===== src/hw/rtl/ple_pkg.sv =====
// Package for the positional list engine: request and status codes.
// No dependencies; used by the top level positional_list_engine.
`default_nettype none

package ple_pkg;

    // request codes
    localparam logic [2:0] OP_CLEAR  = 3'd0;
    localparam logic [2:0] OP_INSERT = 3'd1;
    localparam logic [2:0] OP_DELETE = 3'd2;
    localparam logic [2:0] OP_SEARCH = 3'd3;
    localparam logic [2:0] OP_READ   = 3'd4;

    // status codes
    localparam logic [2:0] STAT_OK       = 3'd0;
    localparam logic [2:0] STAT_OVERFLOW = 3'd1;
    localparam logic [2:0] STAT_EMPTY    = 3'd2;
    localparam logic [2:0] STAT_BADPOS   = 3'd3;
    localparam logic [2:0] STAT_NOTFOUND = 3'd4;

endpackage

`default_nettype wire


===== src/hw/rtl/ple_store.sv =====
// Entry memory of the positional list engine: one write port, one read port,
// registered read data. No package dependency.
`default_nettype none

module ple_store #(
    parameter int DEPTH = 128
) (
    input  wire logic                     aclk,
    input  wire logic                     wr_en,
    input  wire logic [$clog2(DEPTH)-1:0] wr_addr,
    input  wire logic [31:0]              wr_data,
    input  wire logic                     rd_en,
    input  wire logic [$clog2(DEPTH)-1:0] rd_addr,
    output logic      [31:0]              rd_data
);

    logic [31:0] mem [DEPTH];

    always_ff @(posedge aclk) begin
        if (wr_en) begin
            mem[wr_addr] <= wr_data;
        end
    end

    always_ff @(posedge aclk) begin
        if (rd_en) begin
            rd_data <= mem[rd_addr];
        end
    end

endmodule

`default_nettype wire


===== src/hw/rtl/positional_list_engine.sv =====
// Positional list engine top level: request decode, memory walk sequencer,
// result register. Depends on ple_pkg and ple_store.
//
// Usage:
//   s_ channel carries one request (operation, position, value); m_ channel
//   returns exactly one result (status, found_index, read_value, entry_count)
//   per request, in order. Both use valid/ready; a transfer happens when both
//   are high.
//   Requests are handled one at a time; s_ready is high only while the
//   sequencer is idle. All list entries live in a single-port-read,
//   single-port-write memory with registered read data, and every shift or
//   compare is one entry per cycle through that memory:
//     clear, ignored codes and failed requests: no memory access
//     read:   one memory read
//     search: reads from the first entry up, stops at the first match
//     insert: shift entries from position up, top first, then write; append: write
//     delete: shift entries above position down; none when removing the last
//   The result register frees the sequencer: the next request is taken while
//   a result waits for m_ready. If a second result completes before the first
//   is taken, the sequencer holds it and stalls the input until m_ready.
//   Reset (aresetn low, synchronous) empties the list and drops any pending
//   result; memory contents are not cleared and need no clearing pass.
`default_nettype none

module positional_list_engine #(
    parameter int DEPTH = 128
) (
    input  wire logic               aclk,
    input  wire logic               aresetn,
    input  wire logic               s_valid,
    output logic                    s_ready,
    input  wire logic [2:0]         s_operation,
    input  wire logic [7:0]         s_position,
    input  wire logic signed [31:0] s_value,
    output logic                    m_valid,
    input  wire logic               m_ready,
    output logic [2:0]              m_status,
    output logic [6:0]              m_found_index,
    output logic signed [31:0]      m_read_value,
    output logic [7:0]              m_entry_count
);

    localparam int AW   = $clog2(DEPTH);
    localparam int CW   = $clog2(DEPTH + 1);
    localparam int CMPW = ((CW > 8) ? CW : 8) + 1;
    localparam logic [CMPW-1:0] DEPTH_EXT = CMPW'(DEPTH);

    typedef enum logic [4:0] {
        S_IDLE  = 5'b00001,
        S_WALK  = 5'b00010,
        S_DRAIN = 5'b00100,
        S_FILL  = 5'b01000,
        S_RESP  = 5'b10000
    } state_t;

    state_t         state_reg, state_next;
    logic [CW-1:0]  count_reg, count_next;
    logic [2:0]     op_reg, op_next;
    logic [31:0]    val_reg, val_next;
    logic [AW-1:0]  rd_addr_reg, rd_addr_next;
    logic [AW-1:0]  last_reg, last_next;
    logic [AW-1:0]  pos_addr_reg, pos_addr_next;
    logic           down_reg, down_next;
    logic           s1_valid_reg, s1_valid_next;
    logic [AW-1:0]  s1_addr_reg, s1_addr_next;
    logic [2:0]     res_status_reg, res_status_next;
    logic [6:0]     res_found_reg, res_found_next;
    logic [31:0]    res_read_reg, res_read_next;
    logic           m_valid_reg, m_valid_next;
    logic [2:0]     m_status_reg, m_status_next;
    logic [6:0]     m_found_reg, m_found_next;
    logic [31:0]    m_read_reg, m_read_next;
    logic [7:0]     m_count_reg, m_count_next;

    logic           mem_wr_en;
    logic [AW-1:0]  mem_wr_addr;
    logic [31:0]    mem_wr_data;
    logic           mem_rd_en;
    logic [AW-1:0]  mem_rd_addr;
    logic [31:0]    mem_rd_data;

    logic [CMPW-1:0] pos_ext;
    logic [CMPW-1:0] count_ext;
    logic [AW-1:0]   pos_m1;
    logic [AW-1:0]   cnt_m1;
    logic            match;

    ple_store #(.DEPTH(DEPTH)) u_store (
        .aclk    (aclk),
        .wr_en   (mem_wr_en),
        .wr_addr (mem_wr_addr),
        .wr_data (mem_wr_data),
        .rd_en   (mem_rd_en),
        .rd_addr (mem_rd_addr),
        .rd_data (mem_rd_data)
    );

    assign pos_ext   = CMPW'(s_position);
    assign count_ext = CMPW'(count_reg);
    assign pos_m1    = AW'(pos_ext - CMPW'(1));
    assign cnt_m1    = AW'(count_ext - CMPW'(1));
    assign match     = s1_valid_reg && (op_reg == ple_pkg::OP_SEARCH)
                       && (mem_rd_data == val_reg);

    assign s_ready       = (state_reg == S_IDLE);
    assign m_valid       = m_valid_reg;
    assign m_status      = m_status_reg;
    assign m_found_index = m_found_reg;
    assign m_read_value  = m_read_reg;
    assign m_entry_count = m_count_reg;

    always_comb begin
        state_next      = state_reg;
        count_next      = count_reg;
        op_next         = op_reg;
        val_next        = val_reg;
        rd_addr_next    = rd_addr_reg;
        last_next       = last_reg;
        pos_addr_next   = pos_addr_reg;
        down_next       = down_reg;
        s1_valid_next   = 1'b0;
        s1_addr_next    = rd_addr_reg;
        res_status_next = res_status_reg;
        res_found_next  = res_found_reg;
        res_read_next   = res_read_reg;
        m_valid_next    = m_valid_reg && !m_ready;
        m_status_next   = m_status_reg;
        m_found_next    = m_found_reg;
        m_read_next     = m_read_reg;
        m_count_next    = m_count_reg;
        mem_wr_en       = 1'b0;
        mem_wr_addr     = s1_addr_reg;
        mem_wr_data     = mem_rd_data;
        mem_rd_en       = 1'b0;
        mem_rd_addr     = rd_addr_reg;

        // second stage: data of the read issued last cycle
        if (s1_valid_reg) begin
            unique case (op_reg)
                ple_pkg::OP_INSERT: begin
                    mem_wr_en   = 1'b1;
                    mem_wr_addr = s1_addr_reg + AW'(1);
                end
                ple_pkg::OP_DELETE: begin
                    mem_wr_en   = 1'b1;
                    mem_wr_addr = s1_addr_reg - AW'(1);
                end
                ple_pkg::OP_SEARCH: begin
                    if (match) begin
                        res_status_next = ple_pkg::STAT_OK;
                        res_found_next  = 7'(s1_addr_reg);
                    end
                end
                ple_pkg::OP_READ: begin
                    res_read_next = mem_rd_data;
                end
                default: ;
            endcase
        end

        unique case (state_reg)
            S_IDLE: begin
                if (s_valid) begin
                    op_next         = s_operation;
                    val_next        = s_value;
                    res_status_next = ple_pkg::STAT_OK;
                    res_found_next  = '0;
                    res_read_next   = '0;
                    state_next      = S_RESP;
                    unique case (s_operation)
                        ple_pkg::OP_CLEAR: begin
                            count_next = '0;
                        end
                        ple_pkg::OP_INSERT: begin
                            if (count_ext >= DEPTH_EXT) begin
                                res_status_next = ple_pkg::STAT_OVERFLOW;
                            end else if (s_position == 8'd0
                                         || pos_ext > count_ext + CMPW'(1)) begin
                                res_status_next = ple_pkg::STAT_BADPOS;
                            end else begin
                                count_next    = count_reg + CW'(1);
                                pos_addr_next = pos_m1;
                                if (pos_ext == count_ext + CMPW'(1)) begin
                                    state_next = S_FILL;
                                end else begin
                                    // shift up, top entry first
                                    rd_addr_next = cnt_m1;
                                    last_next    = pos_m1;
                                    down_next    = 1'b1;
                                    state_next   = S_WALK;
                                end
                            end
                        end
                        ple_pkg::OP_DELETE: begin
                            if (count_reg == '0) begin
                                res_status_next = ple_pkg::STAT_EMPTY;
                            end else if (s_position == 8'd0 || pos_ext > count_ext) begin
                                res_status_next = ple_pkg::STAT_BADPOS;
                            end else begin
                                count_next = count_reg - CW'(1);
                                if (pos_ext != count_ext) begin
                                    rd_addr_next = AW'(pos_ext);
                                    last_next    = cnt_m1;
                                    down_next    = 1'b0;
                                    state_next   = S_WALK;
                                end
                            end
                        end
                        ple_pkg::OP_SEARCH: begin
                            if (count_reg == '0) begin
                                res_status_next = ple_pkg::STAT_EMPTY;
                            end else begin
                                res_status_next = ple_pkg::STAT_NOTFOUND;
                                rd_addr_next    = '0;
                                last_next       = cnt_m1;
                                down_next       = 1'b0;
                                state_next      = S_WALK;
                            end
                        end
                        ple_pkg::OP_READ: begin
                            if (count_reg == '0) begin
                                res_status_next = ple_pkg::STAT_EMPTY;
                            end else if (s_position == 8'd0 || pos_ext > count_ext) begin
                                res_status_next = ple_pkg::STAT_BADPOS;
                            end else begin
                                rd_addr_next = pos_m1;
                                last_next    = pos_m1;
                                down_next    = 1'b0;
                                state_next   = S_WALK;
                            end
                        end
                        default: ;
                    endcase
                end
            end
            S_WALK: begin
                if (match) begin
                    state_next = S_RESP;
                end else begin
                    mem_rd_en     = 1'b1;
                    s1_valid_next = 1'b1;
                    s1_addr_next  = rd_addr_reg;
                    if (rd_addr_reg == last_reg) begin
                        state_next = S_DRAIN;
                    end else begin
                        rd_addr_next = down_reg ? rd_addr_reg - AW'(1)
                                                : rd_addr_reg + AW'(1);
                    end
                end
            end
            S_DRAIN: begin
                state_next = (op_reg == ple_pkg::OP_INSERT) ? S_FILL : S_RESP;
            end
            S_FILL: begin
                mem_wr_en   = 1'b1;
                mem_wr_addr = pos_addr_reg;
                mem_wr_data = val_reg;
                state_next  = S_RESP;
            end
            S_RESP: begin
                if (!m_valid_reg || m_ready) begin
                    m_valid_next  = 1'b1;
                    m_status_next = res_status_reg;
                    m_found_next  = res_found_reg;
                    m_read_next   = res_read_reg;
                    m_count_next  = 8'(count_reg);
                    state_next    = S_IDLE;
                end
            end
            default: begin
                state_next = S_IDLE;
            end
        endcase
    end

    always_ff @(posedge aclk) begin
        if (!aresetn) begin
            state_reg    <= S_IDLE;
            count_reg    <= '0;
            s1_valid_reg <= 1'b0;
            m_valid_reg  <= 1'b0;
        end else begin
            state_reg    <= state_next;
            count_reg    <= count_next;
            s1_valid_reg <= s1_valid_next;
            m_valid_reg  <= m_valid_next;
        end
    end

    always_ff @(posedge aclk) begin
        op_reg         <= op_next;
        val_reg        <= val_next;
        rd_addr_reg    <= rd_addr_next;
        last_reg       <= last_next;
        pos_addr_reg   <= pos_addr_next;
        down_reg       <= down_next;
        s1_addr_reg    <= s1_addr_next;
        res_status_reg <= res_status_next;
        res_found_reg  <= res_found_next;
        res_read_reg   <= res_read_next;
        m_status_reg   <= m_status_next;
        m_found_reg    <= m_found_next;
        m_read_reg     <= m_read_next;
        m_count_reg    <= m_count_next;
    end

    // list never grows past the memory
    a_count_bound: assert property (@(posedge aclk) disable iff (!aresetn)
        count_reg <= CW'(DEPTH))
        else $error("entry count above depth");

    // shift write must never hit the entry being read in the same cycle
    a_no_rw_collide: assert property (@(posedge aclk) disable iff (!aresetn)
        (mem_wr_en && mem_rd_en) |-> (mem_wr_addr != mem_rd_addr))
        else $error("read and write to the same entry");

    // a new request is only taken once the read pipeline has drained
    a_accept_drained: assert property (@(posedge aclk) disable iff (!aresetn)
        (s_valid && s_ready) |-> !s1_valid_reg)
        else $error("request accepted with a read in flight");

    // a request transfer always leads to the sequencer leaving idle
    a_leave_idle: assert property (@(posedge aclk) disable iff (!aresetn)
        (s_valid && s_ready) |=> (state_reg != S_IDLE))
        else $error("sequencer stayed idle after a request");

endmodule

`default_nettype wire

===== config.mk =====
export PLATFORM = sky130hd
export DESIGN_NAME = positional_list_engine
export DESIGN_NICKNAME = d
export VERILOG_FILES = /design/src/hw/rtl/ple_pkg.sv /design/src/hw/rtl/ple_store.sv /design/src/hw/rtl/positional_list_engine.sv
export SDC_FILE = /design/constraint.sdc
export NUM_CORES = 2
export LEC_CHECK = 0
export BUFFER_PORTS_ARGS = -buffer_cell sky130_fd_sc_hd__buf_2
export CAP_MARGIN = 20
export CELL_PAD_IN_SITES_DETAIL_PLACEMENT = 0
export CELL_PAD_IN_SITES_GLOBAL_PLACEMENT = 1
export CORE_AREA = 2 2 553 610
export CTS_CLUSTER_SIZE = 10
export DETAILED_ROUTE_END_ITERATION = 7
export DIE_AREA = 0 0 555 612
export GPL_TIMING_DRIVEN = 1
export PLACE_DENSITY_LB_ADDON = 0.1
export SKIP_CTS_REPAIR_TIMING = 1
export SLEW_MARGIN = 0
export SYNTH_ARGS = -nofsm -noshare
export SYNTH_HDL_FRONTEND = slang
export SYNTH_SLANG_ARGS = --single-unit

===== constraint.sdc =====
create_clock -name aclk -period 13.6 [get_ports aclk]
set_input_delay 1.36 -clock aclk [delete_from_list [all_inputs] [get_ports aclk]]
set_output_delay 1.36 -clock aclk [all_outputs]
set_load 0.005 [all_outputs]

; ---- Word-level counts from Yosys, hierarchy flattened
; Memory sizes are Yosys's and may differ from the RTL's. A register that Yosys moved wholly into a read port is not among the register bits.
; Index checks and enable logic that the tools add are counted.
[classes]
n_addsub = 9
n_lt_le_gt_ge = 3
n_eq_ne = 41
mux = 87
n_bitwise = 2
reduce_logical = 23
[ops]
columns = op, count
row1 = $mux 7, 27
row2 = $mux 32, 5
row3 = $mux 5, 13
row4 = $pmux 7 s4, 2
row5 = $eq 32x32->1, 1
row6 = $mux 8, 4
row7 = $ne 3x3->1 const B, 10
row8 = $pmux 7 s2, 2
row9 = $sub 7x1->7 const B, 4
row10 = $ne 2x2->1 const B, 13
row11 = $pmux 5 s5, 1
row12 = $pmux 8 s3, 1
row13 = $mux 3, 7
row14 = $pmux 5 s4, 1
row15 = $mux 1, 18
row16 = $logic_not 8->1, 2
row17 = $add 7x1->7 const B, 2
row18 = $reduce_and 14->1, 1
row19 = $eq 3x2->1 const B, 4
row20 = $reduce_and 12->1, 1
row21 = $add 8x1->9 const B, 1
row22 = $eq 8x9->1, 1
row23 = $gt 8x9->1, 1
row24 = $pmux 3 s3, 1
row25 = other kinds (30), 42
[totals]
regBits = 171
mem_bits_rw = 4096
inputBits = 47
wordCells = 184
mem_count = 1
[mem_list]
columns = memory, words, word_bits, rd, rd_ports_with_merged_regs, write_ports, line_no
row1 = u_store.mem, 128, 32, 1, 1, 1, ple_store.sv:17  ; logic [31:0] mem [DEPTH];

; ---- Depth between registers and ports, before layout
[logic_depth]
word_depth = 8
depth_mapped = 14
depth_no_buf = 12

; ---- By module
; From an unflattened synthesis, not the netlist that was laid out.
[hier_totals]
hier_cells = 6772
area_unflattened_um2 = 165044.5
[by_module_without_submodules]
columns = mod, instances, cells_per_inst, area_each_um2, seq_area_each_um2
row1 = ple_store, 1, 5990, 156598.9, 123958.9
row2 = positional_list_engine, 1, 782, 8445.6, 4494.3

; ---- Worst setup path before layout
; OpenSTA, ideal clock, no wires.
[synth_path]
path_kind = flip-flop to flip-flop
from = reg op_reg[0]
to = mem u_store.mem[24][0], enable pin
t_arrival_ps = 5152
required_ps = 13139
setup_slack_ps = 7987
stages_incl_launch_ff = 11
path_cell_list = edfxtp_1 > nor3b_1 > ha_1 > a211oi_1 > o21bai_1 > a21oi_1 > mux2_2 > a221oi_1 > nand3_1 > clkbuf_1 > nor3_1
[synth_via]
elab_chain_len = 7
elab_cells_between_ends = 11
[synth_lines]
columns = element, line_no
row1 = start: declaration, positional_list_engine.sv:58  ; logic [2:0] op_reg, op_next;
row2 = start signal: assignment, positional_list_engine.sv:291  ; op_reg <= op_next;
row3 = $eq 3x1->1 / $eq 3x2->1 (equally long branches), positional_list_engine.sv:139  ; unique case (op_reg)
row4 = $reduce_or 2->1 (no line), -
row5 = $mux 1, positional_list_engine.sv:139
row6 = $mux 1, positional_list_engine.sv:138  ; if (s1_valid_reg) begin
row7 = $mux 1, positional_list_engine.sv:161  ; unique case (state_reg)
row8 = $mux 1, ple_store.sv:20  ; if (wr_en) begin
row9 = $mux 1 (not written as such), ple_store.sv:21  ; mem[wr_addr] <= wr_data;
row10 = end: declaration, ple_store.sv:17
; Parallel ways exist; a longest one is shown, timed or not.

==> run metrics <==
CORE AREA 334000 µm²; Post-synth EDFFs 4235; clock-pin slew on the worst setup and hold paths 0.06 ns; post-synthesis sequential area ratio 77.4%; first-pass GRT wire length 639000 µm; post-route setup TNS 0 ns; worst hold slack 0.430 ns; placed cell area 173000 µm²; PortBufs 98; Max Cap Viol 0; number of flip-flops in the largest register 4096; CTS tree done; CP Max Fanout 132; Synth async-reset ratio 0%; mapped cell area 166000 µm²; worst path arrival time 6.57 ns; fin crit period 5.85 ns; vias in the first global route 80600; Reg-to-Reg End u_store.rd_data[20]; largest net degree at the start of global routing 133; Hold Crit Endpoint m_read_value[19]; Via Count 80500; Final Setup Violations 0; Sinks on Clock Net 4299; Finished Core Util 55.8%; Ys Warns 0; status complete, no violations; drt wl/cell 36.9 µm; Area growth syn-to-layout 12.3%; Die H 612 µm; Worst Path Required 14.32 ns; Worst Max-Slew Pin Slew 1.20 ns; CP endpoint kind register; synthesized area per cell 22.1 µm²; R2R Path Start mem_rd_addr[1]; IO Pins 99; synth unique cells 63; Reg2Reg Setup Slack 7.75 ns; Power Density 140 nW/µm²; fmax 171 MHz; FF+latch count, synth 4299; H-Tree Depth 5; CP max stage delay 0.81 ns; CTS buffer count 473; RSZ-0062 raised after global routing no; CP Class reg2reg; FF-to-FF path depth 10; crit-path cells buf_4, buf_4, buf_12, mux4_2, mux2i_1, o22ai_1, nor4_1, buf_4, o21ai_1, or3_1; Initial Utilization 49.7%; Overflow after GRT 0; Max-slew headroom 19.8%; die area 340000 µm²; hold wc startpoint res_read_reg[19]; antenna violations before repair 24; Crit-path slowest cell mux2i_1; final worst path period share 43.0%; Tot Pwr 26.0 mW; vias per cell 6.47; Die X 555 µm; post-route ant nets 0; Crit path buffers/inverters 4; Layout Nets 8042; Hold Path Depth 0; leakage 58.6 nW; startpoint types register; Post-DP HPWL 258000 µm; Top delay family on crit path buffers and inverters; Hold Violations, Final 0; WL final 460000 µm; Residual DRC 0; Total Routing Usage GR 27.0%; Initial DRC Count 10300; Final GP Congestion 0.820; worst vdd ir 0.129 mV; 1st-pass router iterations 5; fin area 186000 µm²; later-pin clock latency in the skew report 0.99 ns; Hold Path Class reg2reg; most frequent CP cell buf_4; Site Rows 223; Slew Viols, Final 0; Gate Count Post-Synth 7495; clock root cell clkbuf_16; top_reg_cell synth edfxtp_1; clock buffer depth 4; net count after synthesis 7582; skew final 0.0606 ns; fraction of layout cells with a size suffix above 1 27.0%; Most flops, register u_store.mem
==> worst reg2reg max path, stage by stage (launching register included) <==
cell	delay, ns
edfxtp_1	0.72
buf_4	0.52
buf_4	0.78
buf_12	0.62
mux4_2	0.71
mux2i_1	0.81
o22ai_1	0.30
nor4_1	0.40
buf_4	0.29
o21ai_1	0.08
or3_1	0.35
==> metal layers <==
layer	GRT usage, %	vias to the layer above	wire length [µm]
met3	4.59	539	38100
met1	39.7	44300	191000
met4	7.36	6	13000
met2	42.3	3548	218000
met5	0	-	40
li1	-	32200	-
==> synth_stat cells (4+ instances only) <==
| master | count | share of area (%) |
|---|---|---|
| a21o_1 | 11 | 0.050 |
| a21oi_1 | 104 | 0.31 |
| and3_1 | 6 | 0.023 |
| and4_1 | 4 | 0.021 |
| buf_1 | 74 | 0.17 |
| buf_2 | 113 | 0.34 |
| buf_6 | 14 | 0.095 |
| clkbuf_1 | 204 | 0.46 |
| clkinv_1 | 28 | 0.063 |
| dfxtp_1 | 64 | 0.77 |
| edfxtp_1 | 4235 | 77 |
| ha_1 | 37 | 0.28 |
| inv_1 | 33 | 0.075 |
| mux2i_1 | 396 | 2.4 |
| mux4_2 | 1088 | 15 |
| nand2_1 | 326 | 0.74 |
| nand2b_1 | 6 | 0.023 |
| nand3_1 | 83 | 0.25 |
| nand4_1 | 9 | 0.034 |
| nor2_1 | 49 | 0.11 |
| nor2b_1 | 47 | 0.18 |
| nor3_1 | 140 | 0.42 |
| nor3b_1 | 5 | 0.023 |
| nor4_1 | 43 | 0.16 |
| o211ai_1 | 8 | 0.036 |
| o21ai_0 | 35 | 0.11 |
| o21ai_1 | 35 | 0.11 |
| o21bai_1 | 5 | 0.023 |
| o22ai_1 | 131 | 0.49 |
| o31ai_1 | 4 | 0.018 |
| or3_1 | 35 | 0.13 |
| or4_1 | 8 | 0.036 |
| xnor2_1 | 29 | 0.15 |
| xor2_1 | 41 | 0.22 |
==> per-stage QoR <==
step	std cells	setup WS, ns
2_1_floorplan	7495	7.99
3_3_place_gp	11900	7.14
4_1_cts	12400	7.58
5_1_grt	12500	7.47
3_5_place_dp	11900	7.63
6_report	12500	7.75
==> power by group <==
group / total [mW] / leakage, nW / switching, mW / internal (mW)
clock network: 11.1 / 6.19 / 4.85 / 6.25
registers: 14.4 / 38.6 / 0.0200 / 14.4
logic: 0.507 / 13.8 / 0.307 / 0.201
total: 26.0 / 58.6 / 5.18 / 20.8
==> worst max path at each step <==
stage                         from                   to  slack, ns  cells after the start
finish              mem_rd_addr[1]  u_store.rd_data[20]       7.75                     10
global route        mem_rd_addr[0]  u_store.rd_data[13]       7.47                     10
CTS                 mem_rd_addr[0]  u_store.rd_data[13]       7.58                     10
detailed placement  mem_rd_addr[0]  u_store.rd_data[13]       7.63                     10
global placement    mem_rd_addr[0]  u_store.rd_data[13]       7.14                     10
floorplan                op_reg[0]   u_store.mem[24][0]       7.99                     10
==> final cells by class <==
cell class	instances	area, µm²
antenna	6	15.0
clock buffer	553	12300
clock inverter	31	450
fill	24800	148000
inverter	61	229
multi-input combinational	2728	36400
sequential	4299	128000
tap	4387	5490
timing repair buffer	392	2890
==> cell families (layout without fill, tap and decap cells) <==
| kind of cell | after synthesis | in the layout | synth area share (%) |
|---|---|---|---|
| multiplexers | 1486 | 1486 | 17.2 |
| adder cells (fa/ha/maj) | 40 | 40 | 0.315 |
| buffers and inverters | 468 | 1037 | 1.21 |
| flip-flops | 4299 | 4299 | 77.4 |
| AND/OR/NAND/NOR | 774 | 774 | 2.23 |
| XOR/XNOR | 70 | 70 | 0.370 |
| other | 0 | 6 | 0 |
| AO/OA/AOI/OAI | 358 | 358 | 1.27 |
==> placed cells by master, fill, tap and decap left out, types with 44 or more instances in the layout <==
cell       count
edfxtp_1    4235
mux4_2      1088
clkbuf_16    479
mux2i_1      396
nand2_1      293
buf_4        277
o22ai_1      131
nor3_2       128
a21oi_1      104
buf_2         99
nand3_1       79
clkbuf_1      74
dfxtp_1       64
nor2_1        46
nor2b_1       44
Note: power is estimated with default switching activity, not from simulation.
